[config.mk]
export PLATFORM = sky130hd
export DESIGN_NAME = dq_cell
export DESIGN_NICKNAME = d
export VERILOG_FILES = /design/src/rtl/dq_pkg.sv /design/src/rtl/dq_cell.sv
export SDC_FILE = /design/constraint.sdc
export NUM_CORES = 1
export LEC_CHECK = 0
export BUFFER_PORTS_ARGS = -buffer_cell sky130_fd_sc_hd__buf_2
export CORE_MARGIN = 1
export CORE_UTILIZATION = 39
export CTS_BUF_LIST = sky130_fd_sc_hd__clkbuf_16
export DETAILED_ROUTE_END_ITERATION = 10
export GPL_TIMING_DRIVEN = 0
export PLACE_DENSITY = 0.91
export SYNTH_ARGS = -nofsm -noshare
export SYNTH_HDL_FRONTEND = slang
export SYNTH_SLANG_ARGS = --single-unit
[constraint.sdc]
create_clock -name clk -period 2 [get_ports clk]
set_input_delay 0.4 -clock clk [delete_from_list [all_inputs] [get_ports clk]]
set_output_delay 0.4 -clock clk [all_outputs]
set_load 0.05 [all_outputs]
[src/rtl/dq_pkg.sv]
// Package for the double-ended queue: sizes, operation and status codes, beat types.
package dq_pkg;

  // Number of cells in the row and width of the occupancy counter
  localparam int unsigned DEPTH   = 64;
  localparam int unsigned CNT_W   = $clog2(DEPTH + 1);
  localparam int unsigned DATA_W  = 32;
  localparam int unsigned ENTRY_W = 7;

  typedef enum logic [1:0] {
    FUNC_PUSH_BACK  = 2'd0,
    FUNC_PUSH_FRONT = 2'd1,
    FUNC_POP_FRONT  = 2'd2,
    FUNC_POP_BACK   = 2'd3
  } func_e_t;

  typedef enum logic [1:0] {
    ST_DONE  = 2'd0,
    ST_EMPTY = 2'd1,
    ST_FULL  = 2'd2
  } status_e_t;

  // Input beat
  typedef struct packed {
    func_e_t                    func;
    logic signed [DATA_W-1:0]   value;
  } in_item_t;

  // Result beat
  typedef struct packed {
    status_e_t                  status;
    logic signed [DATA_W-1:0]   popped_value;
    logic [ENTRY_W-1:0]         entry_count;
  } out_item_t;

  // Shift controls broadcast to every cell
  typedef struct packed {
    logic shift_right;  // push front: take the left neighbour
    logic shift_left;   // pop front: take the right neighbour
  } cell_ctrl_t;

endpackage

[src/rtl/dq_cell.sv]
// One storage cell of the queue row, loading from either neighbour or the pushed value.
module dq_cell (
  input  logic                              clk,
  input  dq_pkg::cell_ctrl_t                ctrl,
  input  logic                              load,
  input  logic signed [dq_pkg::DATA_W-1:0]  value,
  input  logic signed [dq_pkg::DATA_W-1:0]  left_data,
  input  logic signed [dq_pkg::DATA_W-1:0]  right_data,
  output logic signed [dq_pkg::DATA_W-1:0]  data_q
);
  import dq_pkg::*;

  logic signed [DATA_W-1:0] data_r;
  logic signed [DATA_W-1:0] data_nxt;

  // Next value: push-back load wins, else shift, else hold
  always_comb begin
    data_nxt = data_r;
    if (load) begin
      data_nxt = value;
    end else if (ctrl.shift_right) begin
      data_nxt = left_data;
    end else if (ctrl.shift_left) begin
      data_nxt = right_data;
    end
  end

  // Payload only, no reset
  always_ff @(posedge clk) begin
    data_r <= data_nxt;
  end

  assign data_q = data_r;

endmodule

==> qor.txt, run 1 <==
Critical path cell sequence -> buf_2 > or3_1
Hold Path Sink -> data_q[2]
Final Critical Period -> 1780 ps
Share of synthesized registers carrying an async set or reset -> 0%
Avg Cell Area, Syn -> 11.9 µm²
I/O Buffers -> 129
Root buf cell -> clkbuf_16
Critical path's largest stage delay -> 1050 ps
Residual DRC count -> 0
Worst Max-Slew Pin Slew -> 1340 ps
Worst setup SP type -> input port
Setup TNS -> 0 ps
Arrival time at the worst endpoint -> 1650 ps
Critical path's top delay family -> simple AND/OR/NAND/NOR gates
Worst relative slew slack -> 10.5%
Max clock buf depth -> 2
Dpl hpwl -> 3.11 mm
Post-synthesis simple-gate area fraction -> 7.55%
Largest net degree at the start of global routing -> 33
Worst Hold Launch -> value[2]
Fillers -> 341
Total clock sinks -> 32
Tot Pwr -> 2260 µW
Die footprint -> 4560 µm²
Initial DRC Count -> 89
First-pass GRT wire length -> 5.94 mm
Count of cell types in the netlist -> 10
Final hold vios -> 0
IO Count -> 132
Hold Path Depth -> 3
WP data required -> 1870 ps
Synth area leader -> edfxtp_1
Synth Area in XOR/XNOR -> 0%
Share of post-route cells with drive strength above 1 -> 52.7%
Max reg flops -> 32
CP endpoint kind -> flop
Max-Cap Viols -> 0
WL per Instance -> 12.3 µm
#FFs+latches synth -> 32
Mapped Nets -> 240
Initial antenna violation count -> 0
Final setup vio count -> 0
Core area -> 4060 µm²
Worst vdd ir -> 0.406 mV
Worst min path class -> input port to flop
Die height -> 67.5 µm
Final core utilization -> 62.7%
P_leak -> 0.00130 µW
Vias -> 1570
Starting Density -> 41.2%
Remaining antenna violation count -> 0
FMAX -> 0.562 GHz
Antenna diodes -> 0
TritonCTS clock tree -> done
Total number of H-tree levels -> 2
Worst setup path category -> input port to flop
Final GP Congestion -> 0.715
Yosys warnings -> 0
Total GRT Usage -> 17.5%
Synth Area in Adders -> 0%
Final wirelength -> 4.01 mm
Post-synthesis mux area share -> 19.1%
Resize count post-CTS -> 0
Part of the Yosys area used for sequential elements -> 57.4%
Total grt overflow -> 0
Post-route clock period utilization -> 88.9%
Cells after Synth -> 140
Hold Buf Count CTS -> 0
Synth area leaders -> edfxtp_1 (57%), mux2i_1 (19%), o21ai_1 (9.0%), nand2_1 (7.2%), buf_12 (3.6%)
Setup slack after layout -> 221 ps
Worst Path Buf+Inv -> 1
Setup WS pre-CTS -> -66.3 ps
Final Max Tran Viols -> 0
Postcts setup bufs -> 0
DIE WIDTH -> 67.5 µm
Share of the synthesized area in the top cell type -> 57.4%
RSZ-0062 raised after global routing -> no
Nets -> 376
Clk slew on worst S/H paths -> 50 ps
# rows -> 23
Via density -> 4.80
Area delta synth->final -> 52.1%
Drt pass-1 iters -> 5
Synth top cells by count -> edfxtp_1 (32), mux2i_1 (32), nand2_1 (32)
Vias in the first global route -> 1427
Synth Area in Compound Gates -> 9.57%
CP max-delay cell -> or3_1
Post-Syn Area -> 1670 µm²
EDFF count, synth -> 32
Status -> finished clean
CTS buffer count -> 5
Largest family of logic cells by synthesized area -> multiplexers
Main synth FF type -> edfxtp_1
P per Cell Area -> 889 nW/µm²
Top fanout value on the critical path -> 32
## report_power, final
group / switching, µW / internal (µW)
clock: 247 / 579
sequential: 14.8 / 829
combinational: 408 / 185
total: 670 / 1590
## layout make-up
| class | count | area, µm² | area share [%] |
|---|---|---|---|
| clock buffer | 5 | 125 | 4.92 |
| buffer | 11 | 105 | 4.13 |
| timing repair buffer | 129 | 646 | 25.4 |
| multi-input combinational | 97 | 607 | 23.8 |
| clock inverter | 3 | 38.8 | 1.52 |
| sequential | 32 | 961 | 37.8 |
| tap | 50 | 62.6 | 2.46 |
## kinds of logic (layout without fill, tap and decap cells)
| group | Yosys count | after routing |
|---|---|---|
| compound gates | 32 | 32 |
| buf+inv | 11 | 148 |
| flops | 32 | 32 |
| mux | 32 | 32 |
| simple gates | 33 | 33 |
## cell usage in the layout, fill, tap and decap left out, drive strengths merged
master  Yosys  layout
mux2i      32      32
buf        10     139
or3         1       1
inv         0       1
edfxtp     32      32
nand2      32      32
bufinv      0       1
clkinv      0       1
clkbuf      1       6
o21ai      32      32
## layer usage
metal  share of wire, %  up-vias  wire length (µm)  GRT usage (%)
li1                   -      780                 -              -
met1                 40      707              1610           18.2
met2                 51       78              2050           32.7
met3                7.7        5               309           5.57
met4               0.95        0                38           5.59
met5                  0        -                 0              0
## worst max path at each step
stage,end,startpoint,depth (start not counted)
global route,data_q[20],load,2
CTS,data_q[20],load,2
floorplan,data_q[0],ctrl[1],2
global placement,data_q[12],load,2
detailed placement,data_q[12],load,2
finish,data_q[20],load,2
## stage by stage
step / area (µm²) / cells / hold WS [ps]
after detailed placement: 2380 / 319 / 689
final: 2540 / 327 / 411
after floorplan: 1670 / 140 / 591
after global placement: 2380 / 319 / 682
after CTS: 2540 / 327 / 410
after global routing: 2540 / 327 / 422
Note: power is estimated with default switching activity, not from simulation.
==> run 2: changes to the inputs <==
- SETUP_SLACK_MARGIN: unset -> 0.4
==> run 2 against run 1 <==
- worst setup slack better by 510 ps
- clock-buffer cell count stayed put
- flip-flop and latch count is the same
- combinational power increased by 0.7%
- final cell count did not move
- utilization down 0.56 points
- design area down 0.88%
- clock power is 16% lower
- sequential share of layout area up 0.34 points
- via count rose by 0.96%
- wire length grew 12%
- largest power group unchanged
==> qor.txt, run 2 (synthesis gave the netlist of run 1 again) <==
Via density -> 4.85 (+0.96%)
Resize count post-CTS -> 0 (unchanged)
Hold_ws -> 416 ps (+4.77 ps)
Die height -> 67.5 µm (unchanged)
Largest net degree at the start of global routing -> 33 (unchanged)
Postcts setup bufs -> 0 (unchanged)
TritonCTS clock tree -> done
# rows -> 23 (unchanged)
Arrival time at the worst endpoint -> 870 ps (-780 ps)
Total number of H-tree levels -> 2 (unchanged)
Core area -> 4060 µm² (unchanged)
CP max-delay cell -> edfxtp_1
Share of post-route cells with drive strength above 1 -> 52.3% (-0.36 points)
Worst Hold Launch -> value[19]
CTS buffer count -> 5 (unchanged)
CP endpoint kind -> output pin
Hold Buf Count CTS -> 0 (unchanged)
FF+latch area -> 961 µm² (unchanged)
Nets -> 376 (unchanged)
Critical path's top delay family -> flip-flops
FMAX -> 0.787 GHz (+40%)
Hold Path Sink -> data_q[19]
Worst setup SP type -> flop
Worst setup path category -> flop to output pin
CP Depth -> 1 (-1)
Max-Cap Viols -> 0 (unchanged)
Status -> finished clean
Final setup vio count -> 0 (unchanged)
Worst vdd ir -> 0.389 mV (-4.0%)
Final GP Congestion -> 0.725 (+1.4%)
Switch Pwr -> 676 µW (+0.81%)
Worst relative slew slack -> 71.0% (+61 points)
Final Max Tran Viols -> 0 (unchanged)
Total clock sinks -> 32 (unchanged)
Remaining antenna violation count -> 0 (unchanged)
Max reg flops -> 32 (unchanged)
Hold Path Depth -> 3 (unchanged)
Worst min path class -> input port to flop
Multi-input combinational cell area -> 612 µm² (+0.82%)
Comb power frac -> 27.9% (+1.7 points)
Tot Pwr -> 2140 µW (-5.6%)
WP data required -> 1600 ps (-270 ps)
Critical path cell sequence -> buf_2
Final wirelength -> 4.49 mm (+12%)
Clk slew on worst S/H paths -> 50 ps (about the same)
IO Count -> 132 (unchanged)
Dpl hpwl -> 3.49 mm (+12%)
Starting Density -> 41.2% (unchanged)
Switching part of the total -> 31.6% (+2.0 points)
Commonest non-fill, non-tap cell in the layout -> buf_2
Vias in the first global route -> 1545 (+8.3%)
Max clock buf depth -> 2 (unchanged)
Cell count after placement -> 319 (unchanged)
Clock power share -> 32.4% (-4.1 points)
Post-route clock period utilization -> 63.5% (-25 points)
Post-route cell area -> 2520 µm² (-0.88%)
Critical path's largest stage delay -> 380 ps (-670 ps)
Vias -> 1585 (+0.96%)
Most frequent cells in the layout -> buf_2 (135), mux2i_1 (32), nand2_1 (32), edfxtp_1 (32), o21ai_1 (30)
Placement Cell Area -> 2390 µm² (+0.21%)
Worst Max-Slew Pin Slew -> 434 ps (-909 ps)
Total GRT Usage -> 20.5% (+3.0 points)
RSZ-0062 raised after global routing -> no
I/O Buffers -> 129 (unchanged)
Final std cells w/o fill -> 327 (unchanged)
Area delta synth->final -> 50.8%
Setup TNS -> 0 ps (unchanged)
Die footprint -> 4560 µm² (unchanged)
WL per Instance -> 13.7 µm (+12%)
Pint -> 1460 µW (-8.3%)
Drt pass-1 iters -> 6 (+1)
Residual DRC count -> 0 (unchanged)
Total grt overflow -> 0 (unchanged)
Worst Path Buf+Inv -> 1 (unchanged)
Root buf cell -> clkbuf_16
P per Cell Area -> 847 nW/µm² (-4.7%)
Top fanout value on the critical path -> 1 (-97%)
Antenna diodes -> 0 (unchanged)
Critical path launch point -> data_q[18]
Final hold vios -> 0 (unchanged)
Fraction of power consumed by sequential logic -> 39.6% (+2.3 points)
DIE WIDTH -> 67.5 µm (unchanged)
Fillers -> 349 (+2.3%)
P_leak -> 0.00129 µW (-0.75%)
Final Critical Period -> 1270 ps (-508 ps)
Initial antenna violation count -> 0 (unchanged)
First-pass GRT wire length -> 6.58 mm (+11%)
Initial DRC Count -> 73 (-18%)
run 2: cell count changes in the layout (fill, tap and decap cells not counted):
cell | previous run | this run
bufinv_16 | 1 | 0
clkinv_2 | 1 | 0
or3_1 | 1 | 0
clkinv_1 | 0 | 1
or3_4 | 0 | 1
inv_1 | 1 | 2
run 2: power by group through the flow:
stage	clock [µW]	combinational, µW	sequential (µW)
finish	693	597	847
global route	734	635	853
CTS	710	602	848
detailed placement	0	601	860
global placement	0	588	854
floorplan	0	130	1140
run 2: worst max-delay path by stage:
stage                 endpoint  slack [ps]
global route        data_q[18]         690
CTS                 data_q[18]         710
finish              data_q[18]         730
floorplan            data_q[0]         640
global placement    data_q[27]         520
detailed placement  data_q[25]         520
run 2: cell type report:
cell class / instances / area share [%]
Clock buffer: 5 / 4.96
Tap cell: 50 / 2.48
Multi-Input combinational cell: 97 / 24.3
Timing Repair Buffer: 129 / 25.6
Sequential cell: 32 / 38.1
Buffer: 11 / 4.17
Clock inverter: 3 / 0.446
run 2: through the flow:
step | worst slack, ps | utilization (%)
2_1_floorplan | 639 | -
3_3_place_gp | 524 | 58.8
3_5_place_dp | 516 | 58.8
4_1_cts | 714 | 62.2
5_1_grt | 688 | 62.2
6_report | 729 | 62.2
run 2: worst min-delay path, delay by kind of cell:
kind,cells,cell delay (ps)
AOI/OAI and AO/OA,1,60
buffers and inverters,1,70
and+or+nand+nor,1,40
run 2: metal layers:
layer | vias to the layer above | routed length (µm) | track usage, %
li1 | 788 | - | -
met1 | 715 | 1660 | 19.2
met2 | 78 | 2460 | 39.0
met3 | 4 | 334 | 8.28
met4 | 0 | 36 | 7.71
met5 | - | 0 | 0
==> run 3: changes to the inputs <==
- clock period: 2 -> 1.17 ns (I/O delays scaled with it)
==> run 3 against run 2 <==
- die area did not move
- largest power group unchanged
- wire length rose by 6.2%
- critical path depth did not move
- global-route usage rose by 0.57 points
- sequential power rose by 75%
==> qor.txt, run 3 (synthesis gave the netlist of run 1 again) <==
Status -> finished clean
Most frequent cells in the layout -> buf_2 (101), buf_6 (34), nand2_1 (32), edfxtp_1 (32), mux2i_1 (31)
Antenna diodes -> 0 (unchanged)
P_leak -> 0.00145 µW (+13%)
Worst relative slew slack -> 74.0% (+3.0 points)
Post-route clock period utilization -> 94.3%
FMAX -> 0.906 GHz
WP data required -> 940 ps (-660 ps)
Tot Pwr -> 3930 µW (+84%)
Final Critical Period -> 1100 ps
P per Cell Area -> 1330 nW/µm² (+57%)
Vias in the first global route -> 1538 (-0.45%)
Setup WS pre-CTS -> -79.0 ps (-595 ps)
Hold Buf Count CTS -> 0 (unchanged)
Initial DRC Count -> 67 (-8.2%)
Worst setup path category -> flop to output pin
Worst vdd ir -> 0.811 mV (+110%)
Largest net degree at the start of global routing -> 14 (-58%)
# rows -> 23 (unchanged)
Nets -> 388 (+3.2%)
I/O Buffers -> 129 (unchanged)
CTS buffer count -> 5 (unchanged)
Clk slew on worst S/H paths -> 50 ps (about the same)
Final wirelength -> 4.77 mm (+6.2%)
Final setup vio count -> 0 (unchanged)
First-pass GRT wire length -> 6.87 mm (+4.4%)
Total number of H-tree levels -> 2 (unchanged)
Remaining antenna violation count -> 0 (unchanged)
Die height -> 67.5 µm (unchanged)
RSZ-0062 raised after global routing -> yes
Area delta synth->final -> 76.3%
Via density -> 4.88 (+0.66%)
Root buf cell -> clkbuf_16
Worst Max-Slew Pin Slew -> 390 ps (-44.5 ps)
Drt pass-1 iters -> 4 (-2)
Max reg flops -> 32 (unchanged)
Worst setup SP type -> flop
CP endpoint kind -> output pin
Critical path's top delay family -> flip-flops
Starting Density -> 41.2% (unchanged)
Arrival time at the worst endpoint -> 870 ps (about the same)
Final GP Congestion -> 0.723 (-0.30%)
Total grt overflow -> 0 (unchanged)
Max-Cap Viols -> 0 (unchanged)
Max clock buf depth -> 2 (unchanged)
CP max-delay cell -> edfxtp_1
IO Count -> 132 (unchanged)
Die footprint -> 4560 µm² (unchanged)
Setup slack after layout -> 66.1 ps (-663 ps)
DIE WIDTH -> 67.5 µm (unchanged)
Residual DRC count -> 0 (unchanged)
Total GRT Usage -> 21.1% (+0.57 points)
Worst min path class -> input port to flop
Critical path's largest stage delay -> 420 ps (+40 ps)
Initial antenna violation count -> 0 (unchanged)
Dpl hpwl -> 3.15 mm (-9.6%)
TritonCTS clock tree -> done
Commonest non-fill, non-tap cell in the layout -> buf_2
Core area -> 4060 µm² (unchanged)
Share of post-route cells with drive strength above 1 -> 54.7% (+2.3 points)
Worst Path Buf+Inv -> 1 (unchanged)
Final core utilization -> 72.7% (+11 points)
Final hold vios -> 0 (unchanged)
WL per Instance -> 14.1 µm (+2.5%)
Total clock sinks -> 32 (unchanged)
Critical path cell sequence -> buf_6
Hold_ws -> 245 ps (-170 ps)
Vias -> 1654 (+4.4%)
Final Max Tran Viols -> 0 (unchanged)
Top fanout value on the critical path -> 1 (unchanged)
==> run 3: through the flow <==
step	TNS, ps	area (µm²)	cells
after global placement	-1900	2400	319
after detailed placement	-2500	2400	319
after CTS	0	2830	333
final	0	2950	339
after floorplan	0	1700	140
after global routing	0	2950	339
==> run 3: per-layer routing <==
layer  vias to the layer above  share of wire, %  routed length [µm]  track usage (%)
li1                        814                 -                   -                -
met1                       749                37                1740             23.1
met2                        87                54                2580             37.9
met3                         4               8.3                 397             7.09
met4                         0              0.92                  44             6.38
met5                         -                 0                   0                0
==> run 3: what timing repair did <==
action,CTS,global route
hold endpoints to repair,0,0
gates cloned,4,3
pin swaps,3,2
gates resized for setup,70,6
buffers inserted,2,3
setup endpoints to repair,66,86
==> run 3: final cells by class <==
| type | count | area (µm²) |
|---|---|---|
| Buffer | 11 | 136 |
| Timing Repair Buffer | 138 | 1000 |
| Fill cell | 271 | 1110 |
| Sequential cell | 32 | 961 |
| Tap cell | 50 | 62.6 |
| Clock inverter | 3 | 11.3 |
| Clock buffer | 5 | 125 |
| Multi-Input combinational cell | 100 | 649 |
==> run 3: final timing paths <==
kind,from,to,slack (ps),depth (start not counted)
hold / removal,value[29],data_q[29],250,3
setup / recovery,data_q[12],data_q[12],70,1
==> run 3: worst min-delay path, cell delays in order <==
cell and delay [ps]:
buf_2 70, nand2_1 30, o21ai_1 60
==> run 3: where the power goes <==
| part | internal [µW] | switching (µW) | total, µW |
|---|---|---|---|
| registers | 1420 | 59.0 | 1480 |
| clock network | 763 | 424 | 1190 |
| logic | 539 | 721 | 1260 |
| total | 2720 | 1200 | 3930 |
